[src/sv/hcm_pkg.sv]
// ---------------------------------------------------------------------------
// hcm_pkg: shared types and constants for the heat map color unit
// Widths, pipeline depth, range modes and the restoring division step.
// ---------------------------------------------------------------------------
package hcm_pkg;

	// fraction bits of the normalized value t (1.0 = 2**FRAC_BITS)
	localparam int FRAC_BITS     = 8;
	localparam int SAMPLE_W      = 20;
	localparam int DEN_W         = 20;
	localparam int CH_W          = 8;
	localparam int IN_TDATA_W    = 24;
	localparam int OUT_TDATA_W   = 24;
	localparam int CFG_IDX_W     = 1;
	// division steps done in one pipeline stage
	localparam int DIV_PER_STAGE = 2;
	localparam int DIV_STAGES    = (FRAC_BITS + DIV_PER_STAGE - 1) / DIV_PER_STAGE;

	// configuration register indexes
	localparam logic [CFG_IDX_W-1:0] REG_MIN_VALUE = 1'd0;
	localparam logic [CFG_IDX_W-1:0] REG_MAX_VALUE = 1'd1;

	// how t is formed for one sample
	typedef enum logic [1:0] {
		MODE_ZERO,
		MODE_ONE,
		MODE_DIV
	} mode_t;

	// one restoring division step; rem < den on entry and on exit
	// result: quotient bit in the MSB, new remainder below it
	function automatic logic [DEN_W:0] div_step(input logic [DEN_W-1:0] rem,
		input logic [DEN_W-1:0] den);
		logic [DEN_W:0] dbl;
		logic [DEN_W:0] diff;
		dbl  = {rem, 1'b0};
		diff = dbl - {1'b0, den};
		if (dbl >= {1'b0, den}) begin
			div_step = {1'b1, diff[DEN_W-1:0]};
		end else begin
			div_step = {1'b0, dbl[DEN_W-1:0]};
		end
	endfunction

endpackage

[src/sv/heatmap_color_map_unit.sv]
// Path from input beat to output beat: the input stage, the division stages
// and the output register. Throughput: one sample per cycle while the output
// is not stalled; the quotient of t comes from a pipelined restoring divider,
// two quotient bits per stage. A stall at the output holds every stage; the
// input is ready whenever the output register is empty or being drained.
// Reset clears all stage valid bits and sets min_value and max_value to 0.
// ---------------------------------------------------------------------------
// heatmap_color_map_unit: blue to red false-color pixel from a scalar sample
// Normalizes the sample against the configured range, then maps the hue
// piecewise through cyan, green and yellow.
// ---------------------------------------------------------------------------
module heatmap_color_map_unit (
	input  logic                              clk,
	input  logic                              arst_n,
	// configuration write port
	input  logic                              cfg_we,
	input  logic [hcm_pkg::CFG_IDX_W-1:0]     cfg_index,
	input  logic [hcm_pkg::SAMPLE_W-1:0]      cfg_data,
	// input stream
	input  logic                              s_tvalid,
	output logic                              s_tready,
	input  logic [hcm_pkg::IN_TDATA_W-1:0]    s_tdata,  // [19:0] sample, [23:20] zero
	// output stream
	output logic                              m_tvalid,
	input  logic                              m_tready,
	output logic [hcm_pkg::OUT_TDATA_W-1:0]   m_tdata   // [7:0] red, [15:8] green, [23:16] blue
);
	import hcm_pkg::*;

	localparam logic [FRAC_BITS:0] T_ONE = (FRAC_BITS+1)'(1) << FRAC_BITS;

	logic signed [SAMPLE_W-1:0] min_value_q;
	logic signed [SAMPLE_W-1:0] max_value_q;

	logic en;
	logic signed [SAMPLE_W-1:0] sample;
	logic signed [SAMPLE_W:0]   num_wide;
	logic signed [SAMPLE_W:0]   den_wide;
	mode_t                      mode_in;

	// stage arrays: index 0 is the input stage, index k+1 follows division stage k
	logic             valid_s [0:DIV_STAGES];
	logic [DEN_W-1:0] rem_s   [0:DIV_STAGES];
	logic [DEN_W-1:0] den_s   [0:DIV_STAGES];
	logic [FRAC_BITS-1:0] quo_s [0:DIV_STAGES];
	mode_t            mode_s  [0:DIV_STAGES];

	logic [FRAC_BITS:0]   t_val;
	logic [FRAC_BITS:0]   s_val;
	logic [FRAC_BITS+2:0] h_val;
	logic [2:0]           seg;
	logic [FRAC_BITS-1:0] f_val;
	logic [CH_W-1:0]      f8;
	logic [CH_W-1:0]      q8;
	logic [CH_W-1:0]      red_d, green_d, blue_d;
	logic                 out_valid_q;
	logic [OUT_TDATA_W-1:0] out_data_q;

	// pipeline advances when the output register is free or drained
	assign en       = !out_valid_q || m_tready;
	assign s_tready = en;
	assign m_tvalid = out_valid_q;
	assign m_tdata  = out_data_q;

	// configuration registers
	always_ff @(posedge clk or negedge arst_n) begin
		if (!arst_n) begin
			min_value_q <= '0;
			max_value_q <= '0;
		end else if (cfg_we) begin
			unique case (cfg_index)
				REG_MIN_VALUE: min_value_q <= cfg_data;
				REG_MAX_VALUE: max_value_q <= cfg_data;
				default: ;
			endcase
		end
	end

	// input stage: range checks and the divider operands
	assign sample   = s_tdata[SAMPLE_W-1:0];
	assign num_wide = {sample[SAMPLE_W-1], sample} - {min_value_q[SAMPLE_W-1], min_value_q};
	assign den_wide = {max_value_q[SAMPLE_W-1], max_value_q}
		- {min_value_q[SAMPLE_W-1], min_value_q};

	always_comb begin
		priority if (max_value_q <= min_value_q) begin
			mode_in = MODE_ZERO;
		end else if (sample <= min_value_q) begin
			mode_in = MODE_ZERO;
		end else if (sample >= max_value_q) begin
			mode_in = MODE_ONE;
		end else begin
			mode_in = MODE_DIV;
		end
	end

	always_ff @(posedge clk or negedge arst_n) begin
		if (!arst_n) begin
			valid_s[0] <= 1'b0;
		end else if (en) begin
			valid_s[0] <= s_tvalid;
		end
	end

	always_ff @(posedge clk) begin
		if (en) begin
			rem_s[0]  <= num_wide[DEN_W-1:0];
			den_s[0]  <= den_wide[DEN_W-1:0];
			quo_s[0]  <= '0;
			mode_s[0] <= mode_in;
		end
	end

	// division stages, DIV_PER_STAGE quotient bits each
	for (genvar k = 0; k < DIV_STAGES; k++) begin : g_div
		logic [DEN_W-1:0]     rem_d;
		logic [FRAC_BITS-1:0] quo_d;

		always_comb begin
			logic [DEN_W:0] step;
			rem_d = rem_s[k];
			quo_d = quo_s[k];
			for (int j = 0; j < DIV_PER_STAGE; j++) begin
				if (k * DIV_PER_STAGE + j < FRAC_BITS) begin
					step  = div_step(rem_d, den_s[k]);
					rem_d = step[DEN_W-1:0];
					quo_d = {quo_d[FRAC_BITS-2:0], step[DEN_W]};
				end
			end
		end

		always_ff @(posedge clk or negedge arst_n) begin
			if (!arst_n) begin
				valid_s[k+1] <= 1'b0;
			end else if (en) begin
				valid_s[k+1] <= valid_s[k];
			end
		end

		always_ff @(posedge clk) begin
			if (en) begin
				rem_s[k+1]  <= rem_d;
				den_s[k+1]  <= den_s[k];
				quo_s[k+1]  <= quo_d;
				mode_s[k+1] <= mode_s[k];
			end
		end
	end

	// color stage: t, segment and ramp values
	always_comb begin
		unique case (mode_s[DIV_STAGES])
			MODE_ZERO: t_val = '0;
			MODE_ONE:  t_val = T_ONE;
			MODE_DIV:  t_val = {1'b0, quo_s[DIV_STAGES]};
			default:   t_val = '0;
		endcase
	end

	assign s_val = T_ONE - t_val;
	assign h_val = {s_val, 2'b00};
	assign seg   = h_val[FRAC_BITS+2:FRAC_BITS];
	assign f_val = h_val[FRAC_BITS-1:0];
	assign f8    = CH_W'(({f_val, {CH_W{1'b0}}}) >> FRAC_BITS);
	assign q8    = {CH_W{1'b1}} - f8;

	always_comb begin
		unique case (seg)
			3'd0: begin red_d = '1; green_d = f8; blue_d = '0; end
			3'd1: begin red_d = q8; green_d = '1; blue_d = '0; end
			3'd2: begin red_d = '0; green_d = '1; blue_d = f8; end
			3'd3: begin red_d = '0; green_d = q8; blue_d = '1; end
			default: begin red_d = f8; green_d = '0; blue_d = '1; end
		endcase
	end

	// output register
	always_ff @(posedge clk or negedge arst_n) begin
		if (!arst_n) begin
			out_valid_q <= 1'b0;
		end else if (en) begin
			out_valid_q <= valid_s[DIV_STAGES];
		end
	end

	always_ff @(posedge clk) begin
		if (en) begin
			out_data_q <= {blue_d, green_d, red_d};
		end
	end

`ifndef SYNTH
	// divider remainder stays below the divisor
	a_rem_bound: assert property (@(posedge clk) disable iff (!arst_n)
		valid_s[DIV_STAGES] && mode_s[DIV_STAGES] == MODE_DIV
		|-> rem_s[DIV_STAGES] < den_s[DIV_STAGES])
		else $error("divider remainder not below divisor");

	// sample at or above the range gives pure red
	a_full_red: assert property (@(posedge clk) disable iff (!arst_n)
		en && valid_s[DIV_STAGES] && mode_s[DIV_STAGES] == MODE_ONE
		|=> m_tvalid && m_tdata == 24'h0000FF)
		else $error("top of range is not pure red");

	// sample at or below the range, or empty range, gives pure blue
	a_full_blue: assert property (@(posedge clk) disable iff (!arst_n)
		en && valid_s[DIV_STAGES] && mode_s[DIV_STAGES] == MODE_ZERO
		|=> m_tvalid && m_tdata == 24'hFF0000)
		else $error("bottom of range is not pure blue");
`endif

endmodule

[config.mk]
export PLATFORM = sky130hd
export DESIGN_NAME = heatmap_color_map_unit
export DESIGN_NICKNAME = d
export VERILOG_FILES = /design/src/sv/hcm_pkg.sv /design/src/sv/heatmap_color_map_unit.sv
export SDC_FILE = /design/constraint.sdc
export NUM_CORES = 1
export LEC_CHECK = 0
export BUFFER_PORTS_ARGS = -buffer_cell sky130_fd_sc_hd__buf_4
export CAP_MARGIN = 20
export CORE_MARGIN = 2
export CORE_UTILIZATION = 60
export CTS_CLUSTER_SIZE = 24
export DETAILED_ROUTE_END_ITERATION = 10
export GPL_ROUTABILITY_DRIVEN = 1
export PLACE_DENSITY = 0.78
export SETUP_SLACK_MARGIN = 0.3
export SLEW_MARGIN = 20
export SYNTH_ARGS = -nofsm -noshare
export SYNTH_HDL_FRONTEND = slang
export SYNTH_SLANG_ARGS = --single-unit
[constraint.sdc]
create_clock -name clk -period 11.21 [get_ports clk]
set_input_delay 0 -clock clk [delete_from_list [all_inputs] [get_ports clk]]
set_output_delay 0 -clock clk [all_outputs]
set_load 0.05 [all_outputs]
After elaboration in Yosys (flattened, before gate mapping)

Memories as Yosys holds them, arrays and structs flattened.
Index checks and enable logic that the tools add are counted.
Widths: inputs -> output; s select.

Divide/modulo/power cells: 0
Magnitude comparators: 11
$add $sub $neg: 12
Bitwise gates (word level): 1
Reduce and logical (&&, ||, !) cells: 8
Multiplexer cells: 17
$mul: 0
Shift operators: 0
Equal/unequal tests: 5

Operators by type and width:

| kind                | number |
|---|---|
| $sub 20x20->20      | 10 |
| $ge 21x20->1        | 8 |
| $mux 21             | 8 |
| $pmux 8 s3          | 2 |
| $le 20x20->1        | 2 |
| $ge 20x20->1        | 1 |
| $pmux 9 s2          | 1 |
| $pmux 8 s2          | 1 |
| $sub 9x9->9 const A | 1 |
| $sub 8x8->8 const A | 1 |
| $eq 3x2->1 const B  | 2 |
| $mux 2              | 3 |
| $reduce_or 2->1     | 3 |
| $reduce_and 2->1    | 2 |
| $eq 3x1->1 const B  | 1 |
| $logic_not 3->1     | 1 |
| $eq 2x1->1 const B  | 1 |
| $eq 2x2->1 const B  | 1 |
| $mux 1              | 2 |
| $logic_not 1->1     | 1 |
| $logic_or 1x1->1    | 1 |
| $not 1->1           | 1 |

Output and inout port bits: 26
Memories kept: 4
Memory bits (writable): 250
Register bits: 70
Word-level logic and storage cells: 67
Latch bits: 0
Memory bits (read-only): 0
Bits of input ports: 50

Memory list:

| memory | words | bits a word | rd ports | clocked after Yosys merged registers in | wr ports | RTL line                     | source |
|---|---|---|---|---|---|---|---|
| den_s  | 5     | 20          | 4        | 0                                       | 5        | heatmap_color_map_unit.sv:44 | `logic [DEN_W-1:0] den_s [0:DIV_STAGES];` |
| rem_s  | 5     | 20          | 4        | 0                                       | 5        | heatmap_color_map_unit.sv:43 | `logic [DEN_W-1:0] rem_s [0:DIV_STAGES];` |
| quo_s  | 5     | 8           | 5        | 0                                       | 5        | heatmap_color_map_unit.sv:45 | `logic [FRAC_BITS-1:0] quo_s [0:DIV_STAGES];` |
| mode_s | 5     | 2           | 5        | 0                                       | 5        | heatmap_color_map_unit.sv:46 | `mode_t mode_s [0:DIV_STAGES];` |

Depth between registers and ports, before layout

Gate-level depths: netlist of the first run.
An unclocked memory read counts as a cell.

Word-level depth: 7
Depth in mapped cells: 23

Worst setup path before layout of the first run

Ideal clock, no wire load.

Kind: reg-to-reg
Start: register out_valid_q, in the netlist m_tvalid
End: register valid_s[0] in the netlist's numbering
Setup slack: 3.180 ns
Arrival: 7.931 ns
Required time: 11.111 ns
Stages on the path, launching flop included: 4
Cells stage by stage: dfrtp_1 -> nand2b_1 -> clkbuf_1 -> mux2_2

Longest elaborated chain between the ends: 2

RTL lines:

| element                        | RTL line                      | source |
|---|---|---|
| start: declaration             | heatmap_color_map_unit.sv:56  | `logic out_valid_q;` |
| start signal: assignment       | heatmap_color_map_unit.sv:182 | `out_valid_q <= valid_s[DIV_STAGES];` |
| $logic_not 1->1                | heatmap_color_map_unit.sv:60  | `assign en = !out_valid_q \|\| m_tready;` |
| $logic_or 1x1->1               | heatmap_color_map_unit.sv:60  |  |
| via s_tready                   | heatmap_color_map_unit.sv:21  | `output logic s_tready,` |
| end signal: indexed assignment | heatmap_color_map_unit.sv:136 | `valid_s[k+1] <= valid_s[k];` |
| end: declaration               | heatmap_color_map_unit.sv:42  | `logic valid_s [0:DIV_STAGES];` |

The timed path passes the listed nets, and every way through them passes these cells.
A chain may end at the register's enable or synchronous reset.

==> run_results.csv, run 1 <==
group,metric,value,unit
clock_tree,clock_latency,560,ps
final_layout,insertedDiodeCount,0,
synthesis,yosysMostFrequentCell,"ha_1",
worst_setup_path,crit_fanout,21,
synthesis,synthTopCellsByCount,"ha_1 (217), edfxtp_1 (211), inv_1 (179)",
synthesis,netlist.top_cell.by_area,"edfxtp_1",
sta,tightest_slew,1057,ps
sta,setup_viol,0,
sta,final.setup_skew,19.53,ps
die,num_rows,66,
routing,via_per_inst,5.888,
clock_tree,cts.path.max_buffers,3,
min_path,hold_class,"input port to flop",
clock_tree,numClockSinks,257,
grt,antenna_found_initial,0,
routing,ant_nets,0,
synthesis,synth.top_cells.by_area,"edfxtp_1 (32%), ha_1 (14%), mux2_2 (5.9%)",
synthesis,ys.flop_type,"edfxtp_1",
synthesis,syn_inst,1993,
synthesis,syn_nets,2266,
die,start_util,60.82,%
clock_tree,postCtsSetupBuffers,0,
grt,grt_pass1_wl,71260,um
routing,post_drt_wl_per_cell,17.15,um
worst_setup_path,critPathLaunchType,"flop",
clock_tree,cts-root-buf,"clkbuf_16",
sta,rsz0062_at_grt,"false",
die,placeableCoreArea,32450,um^2
sta,period_share,61.91,%
synthesis,yosysWarnings,0,
worst_setup_path,arrival,7230,ps
die,die_h,185.4,um
sta,drv_slew,0,
clock_tree,post_cts_resize_count,0,
outcome,outcome,"completed",
routing,first_iter_violations,900,
final_layout,drive_gt1_share,12.59,%
clock_tree,cts_buffers,28,
synthesis,ys_seq_area_share,37.93,%
synthesis,async_flop_share,17.90,%
die,die_area,34370,um^2
grt,grt_max_degree,91,
die,io_pins,76,
clock_tree,htree_num_levels,1,
sta,slew_headroom,27.70,%
clock_tree,clkTransAtPathRegs,60,ps
place,dpl.hpwl,34080,um
routing,dr_total_vias,15231,
grt,grt_overflow,0,
routing,finalWirelength,44360,um
final_layout,finalNetCount,2396,
synthesis,yosysUniqueCellTypes,75,
sta,fmax,144.1,MHz
sta,hold_viol,0,
grt,grt_pass1_vias,15249,
place,port_buffers,71,
sta,setup_tns,0,ps
worst_setup_path,path_class,"flop to flop",
sta,min_period,6940,ps
place,gp_congestion,0.9421,
synthesis,ys_ff_latch,257,
synthesis,syn-cell-area,19740,um^2
routing,route.detailed.drc,0,
clock_tree,cts-hold-fix-buffers,55,
job,maxCapViolations,0,
worst_setup_path,endpoint_kind,"flop",
die,die_w,185.4,um
synthesis,synth_top_area_share,32.10,%
final_layout,syn2layout_area_growth,12.82,%
clock_tree,cts_tree,"done",
synthesis,syn_avg_cell_area,9.904,um^2
grt,grt_use_total,25.62,%
synthesis,synth-edff-count,211,
worst_setup_path,crit_required,11500,ps
routing,first_pass_iters,5,
-- cells in the final DEF (no fill, tap or decap), drive strengths merged, types with 64 or more instances in the layout --
master  instances
nand2         105
edfxtp        211
nor2          156
a21o           64
mux2          121
inv           181
a21oi         146
xnor2         100
ha            217
buf            79
o21ai         128
-- sequential cells by signal, indices dropped and copies added, names as in the netlist --
register	count
den_s	80
m_tdata	21
m_tvalid	1
max_value_q	20
min_value_q	20
mode_s	10
quo_s	20
rem_s	80
valid_s	5
-- worst max-delay path, stage by stage (launching register included) --
cell	delay [ps]
edfxtp_1	420
inv_1	120
ha_1	320
nand3b_1	110
a21oi_1	210
nor4_1	80
o31a_1	380
a211oi_1	230
nor2_1	100
nor2_2	740
mux2_2	440
ha_1	420
and3_1	260
nand4_1	210
a211oi_1	460
o31ai_1	200
o21ai_0	460
nor2_1	90
o21ai_0	180
a22o_1	800
mux2_2	420
-- metal layers --
layer | global-route usage, % | routed length, um | part of all wire [%]
met1 | 27.60 | 17810 | 40
met2 | 50.36 | 23380 | 53
met3 | 2.536 | 1314 | 3.0
met4 | 10.83 | 1853 | 4.2
met5 | 0 | 0 | 0
-- cell type report --
| cell class | instances | area, um^2 |
|---|---|---|
| fill | 2446 | 10180 |
| inverter | 180 | 675.6 |
| timing repair buffer | 133 | 1157 |
| multi-input combinational | 1523 | 11440 |
| sequential | 257 | 7487 |
| clock buffer | 38 | 768.2 |
| clock inverter | 14 | 188.9 |
| tap | 442 | 553.0 |
-- logic make-up (layout without fill, tap and decap cells) --
family                   count (synthesis)  in the layout  synth area share [%]
adder cells (fa/ha/maj)                223            223                 14.36
flip-flops                             257            257                 37.93
AND/OR/NAND/NOR                        496            496                 12.08
buffers and inverters                  213            365                 4.260
AO/OA/AOI/OAI                          539            539                 17.69
multiplexers                           129            129                 7.651
XOR/XNOR                               136            136                 6.034
-- stage by stage --
| step | std cells | worst slack [ps] | instance area [um^2] | utilization, % | hold WS, ps |
|---|---|---|---|---|---|
| floorplan | 1993 | 3180 | 19740 | - | -295.6 |
| global placement | 2479 | 4391 | 20730 | 63.88 | 27.72 |
| detailed placement | 2479 | 4276 | 20730 | 63.88 | 38.89 |
| CTS | 2586 | 4237 | 22250 | 68.56 | 1.393 |
| global route | 2587 | 3844 | 22270 | 68.62 | 28.85 |
| finish | 2587 | 4270 | 22270 | 68.62 | 26.17 |
-- path summary, 6_finish.rpt --
kind	slack [ps]	depth (start not counted)	from	end
setup / recovery	4270	20	den_s[0][21]	rem_s[0][41]
hold / removal	30	4	s_tdata[1]	rem_s[0][1]
setup reg to reg	4270	20	den_s[0][21]	rem_s[0][41]
hold reg to reg	420	0	mode_s[0][5]	mode_s[0][7]
max in group asynchronous	10350	4	arst_n	min_value_q[2]
min in group asynchronous	410	3	arst_n	max_value_q[10]
Power of run 1 is left out: the tool's default activity adds up to more than one toggle a clock period on the data nets, which glitch-free logic cannot reach.
==> run 2: changes to the inputs <==
Settings changed: CORE_UTILIZATION 60 to 58.
Clock period 11.21 ns to 6.3 ns, I/O delays scaled along.
==> run_results.csv, run 2 (same netlist as run 1, synthesis figures left out) <==
group,metric,value,unit
routing,via_per_inst,5.896,
grt,grt_overflow,0,
final_layout,design_area,22510,um^2
routing,finalWirelength,44720,um
final_layout,syn2layout_area_growth,14.06,%
die,start_util,58.87,%
clock_tree,cts_buffers,30,
worst_setup_path,crit_required,6600,ps
sta,min_period,5804,ps
final_layout,instances_no_fill,2615,
grt,grt_pass1_vias,15427,
routing,post_drt_wl_per_cell,17.10,um
place,placed_area,20880,um^2
clock_tree,cts_tree,"done",
die,die_h,188.5,um
clock_tree,htree_num_levels,1,
min_path,hold_class,"input port to flop",
sta,setup_viol,0,
worst_setup_path,reg2reg_from,"den_s[0][42]",
clock_tree,clkTransAtPathRegs,60,ps
job,maxCapViolations,0,
final_layout,finalNetCount,2419,
worst_setup_path,path_cells,"inv_1 > ha_1 > o211ai_1 > a21oi_1 > o31a_1 > o31a_1 > a2111oi_4 > o41ai_4 > buf_12 > mux2_2 > ha_1 > or4_1 > o22a_1 > a221o_1 > o21ai_1 > a21o_1 > a21oi_1 > a211o_1 > buf_12 > mux2_4",
clock_tree,cts-root-buf,"clkbuf_16",
sta,rsz0062_at_grt,"true",
grt,grt_pass1_wl,72310,um
place,port_buffers,71,
worst_setup_path,reg2regPathDepth,20,
die,die_area,35520,um^2
min_path,min_to,"min_value_q[16]",
sta,final.setup_skew,15.97,ps
sta,hold_viol,0,
outcome,outcome,"completed",
routing,route.detailed.drc,0,
routing,first_iter_violations,793,
worst_setup_path,path_class,"flop to flop",
sta,tightest_slew,1069,ps
die,io_pins,76,
min_path,holdPathStages,4,
sta,drv_slew,0,
clock_tree,clock_latency,560,ps
place,dp.cells,2498,
routing,ant_nets,0,
final_layout,insertedDiodeCount,0,
die,placeableCoreArea,33530,um^2
worst_setup_path,r2r_end,"rem_s[0][64]",
routing,dr_total_vias,15417,
final_layout,layout_common_cells,"ha_1 (217), edfxtp_1 (211), inv_1 (179)",
grt,antenna_found_initial,0,
grt,grt_max_degree,219,
die,die_w,188.5,um
worst_setup_path,crit_fanout,20,
final_layout,final_common_cell,"ha_1",
die,num_rows,67,
sta,hold_slack,29.41,ps
worst_setup_path,endpoint_kind,"flop",
worst_setup_path,cpPeakStageDelay,520,ps
routing,first_pass_iters,5,
grt,grt_use_total,24.81,%
sta,period_share,92.12,%
sta,slew_headroom,28.70,%
clock_tree,cts.path.max_buffers,3,
sta,fmax,172.3,MHz
place,gp_congestion,0.9307,
sta,setup_tns,0,ps
clock_tree,numClockSinks,257,
worst_setup_path,rrSetupSlack,500,ps
worst_setup_path,critPathLaunchType,"flop",
worst_setup_path,critPathSlowestCell,"or4_1",
worst_setup_path,arrival,6100,ps
place,dpl.hpwl,33940,um
min_path,hold_start,"cfg_index",
final_layout,drive_gt1_share,13.15,%
-- run 2: changes by cell type in the layout (fill, tap and decap cells not counted), sizes merged --
cell / delta
bufinv: -1
dlygate4sd3: +8
buf: +13
clkinv: +6
clkbuf: -3
clkinvlp: -1
-- run 2: critical path, delay by kind of cell, from the launching register on --
kind | cells | cell delay [ps]
DFF | 1 | 400
muxes | 2 | 600
AOI/OAI and AO/OA | 12 | 2950
and+or+nand+nor | 1 | 520
buffers and inverters | 3 | 430
adders and majority gates | 2 | 620
-- run 2: routing by layer --
metal	part of all wire, %	vias up	GRT usage [%]
li1	-	7654	-
met1	40	7271	26.90
met2	51	357	47.17
met3	3.1	135	2.161
met4	5.9	0	14.06
met5	0	-	0
-- run 2: per-stage QoR --
step	util (%)	setup WS, ps
6_report	67.14	496.4
5_1_grt	67.14	297.4
4_1_cts	67.01	369.0
3_5_place_dp	62.25	387.2
3_3_place_gp	62.25	471.4
2_1_floorplan	-	1109
-- run 2: worst max-delay path by stage --
stage | startpoint | endpoint | slack [ps] | cells past startpoint
6_report | den_s[0][42] | rem_s[0][64] | 500 | 20
5_1_grt | den_s[0][42] | rem_s[0][64] | 300 | 21
4_1_cts | den_s[0][42] | rem_s[0][64] | 370 | 20
3_5_place_dp | den_s[0][42] | rem_s[0][63] | 390 | 20
3_3_place_gp | den_s[0][42] | rem_s[0][62] | 470 | 20
2_1_floorplan | den_s[0][8] | rem_s[0][23] | 1110 | 21
-- run 2: layout make-up --
type | instances | area, um^2
clock buffer | 35 | 769.5
clock inverter | 18 | 185.2
fill | 2550 | 11020
inverter | 180 | 675.6
multi-input combinational | 1523 | 11460
sequential | 257 | 7487
tap | 448 | 560.5
timing repair buffer | 154 | 1374
-- run 2: repair_timing --
action / in CTS / in global routing
endpoints found under the setup margin: 0 / 39
resized for setup: 0 / 3
setup buffers: 0 / 1
hold buffers: 63 / 0
hold endpoints to repair: 102 / 0
Power of run 2 is left out for the same reason.
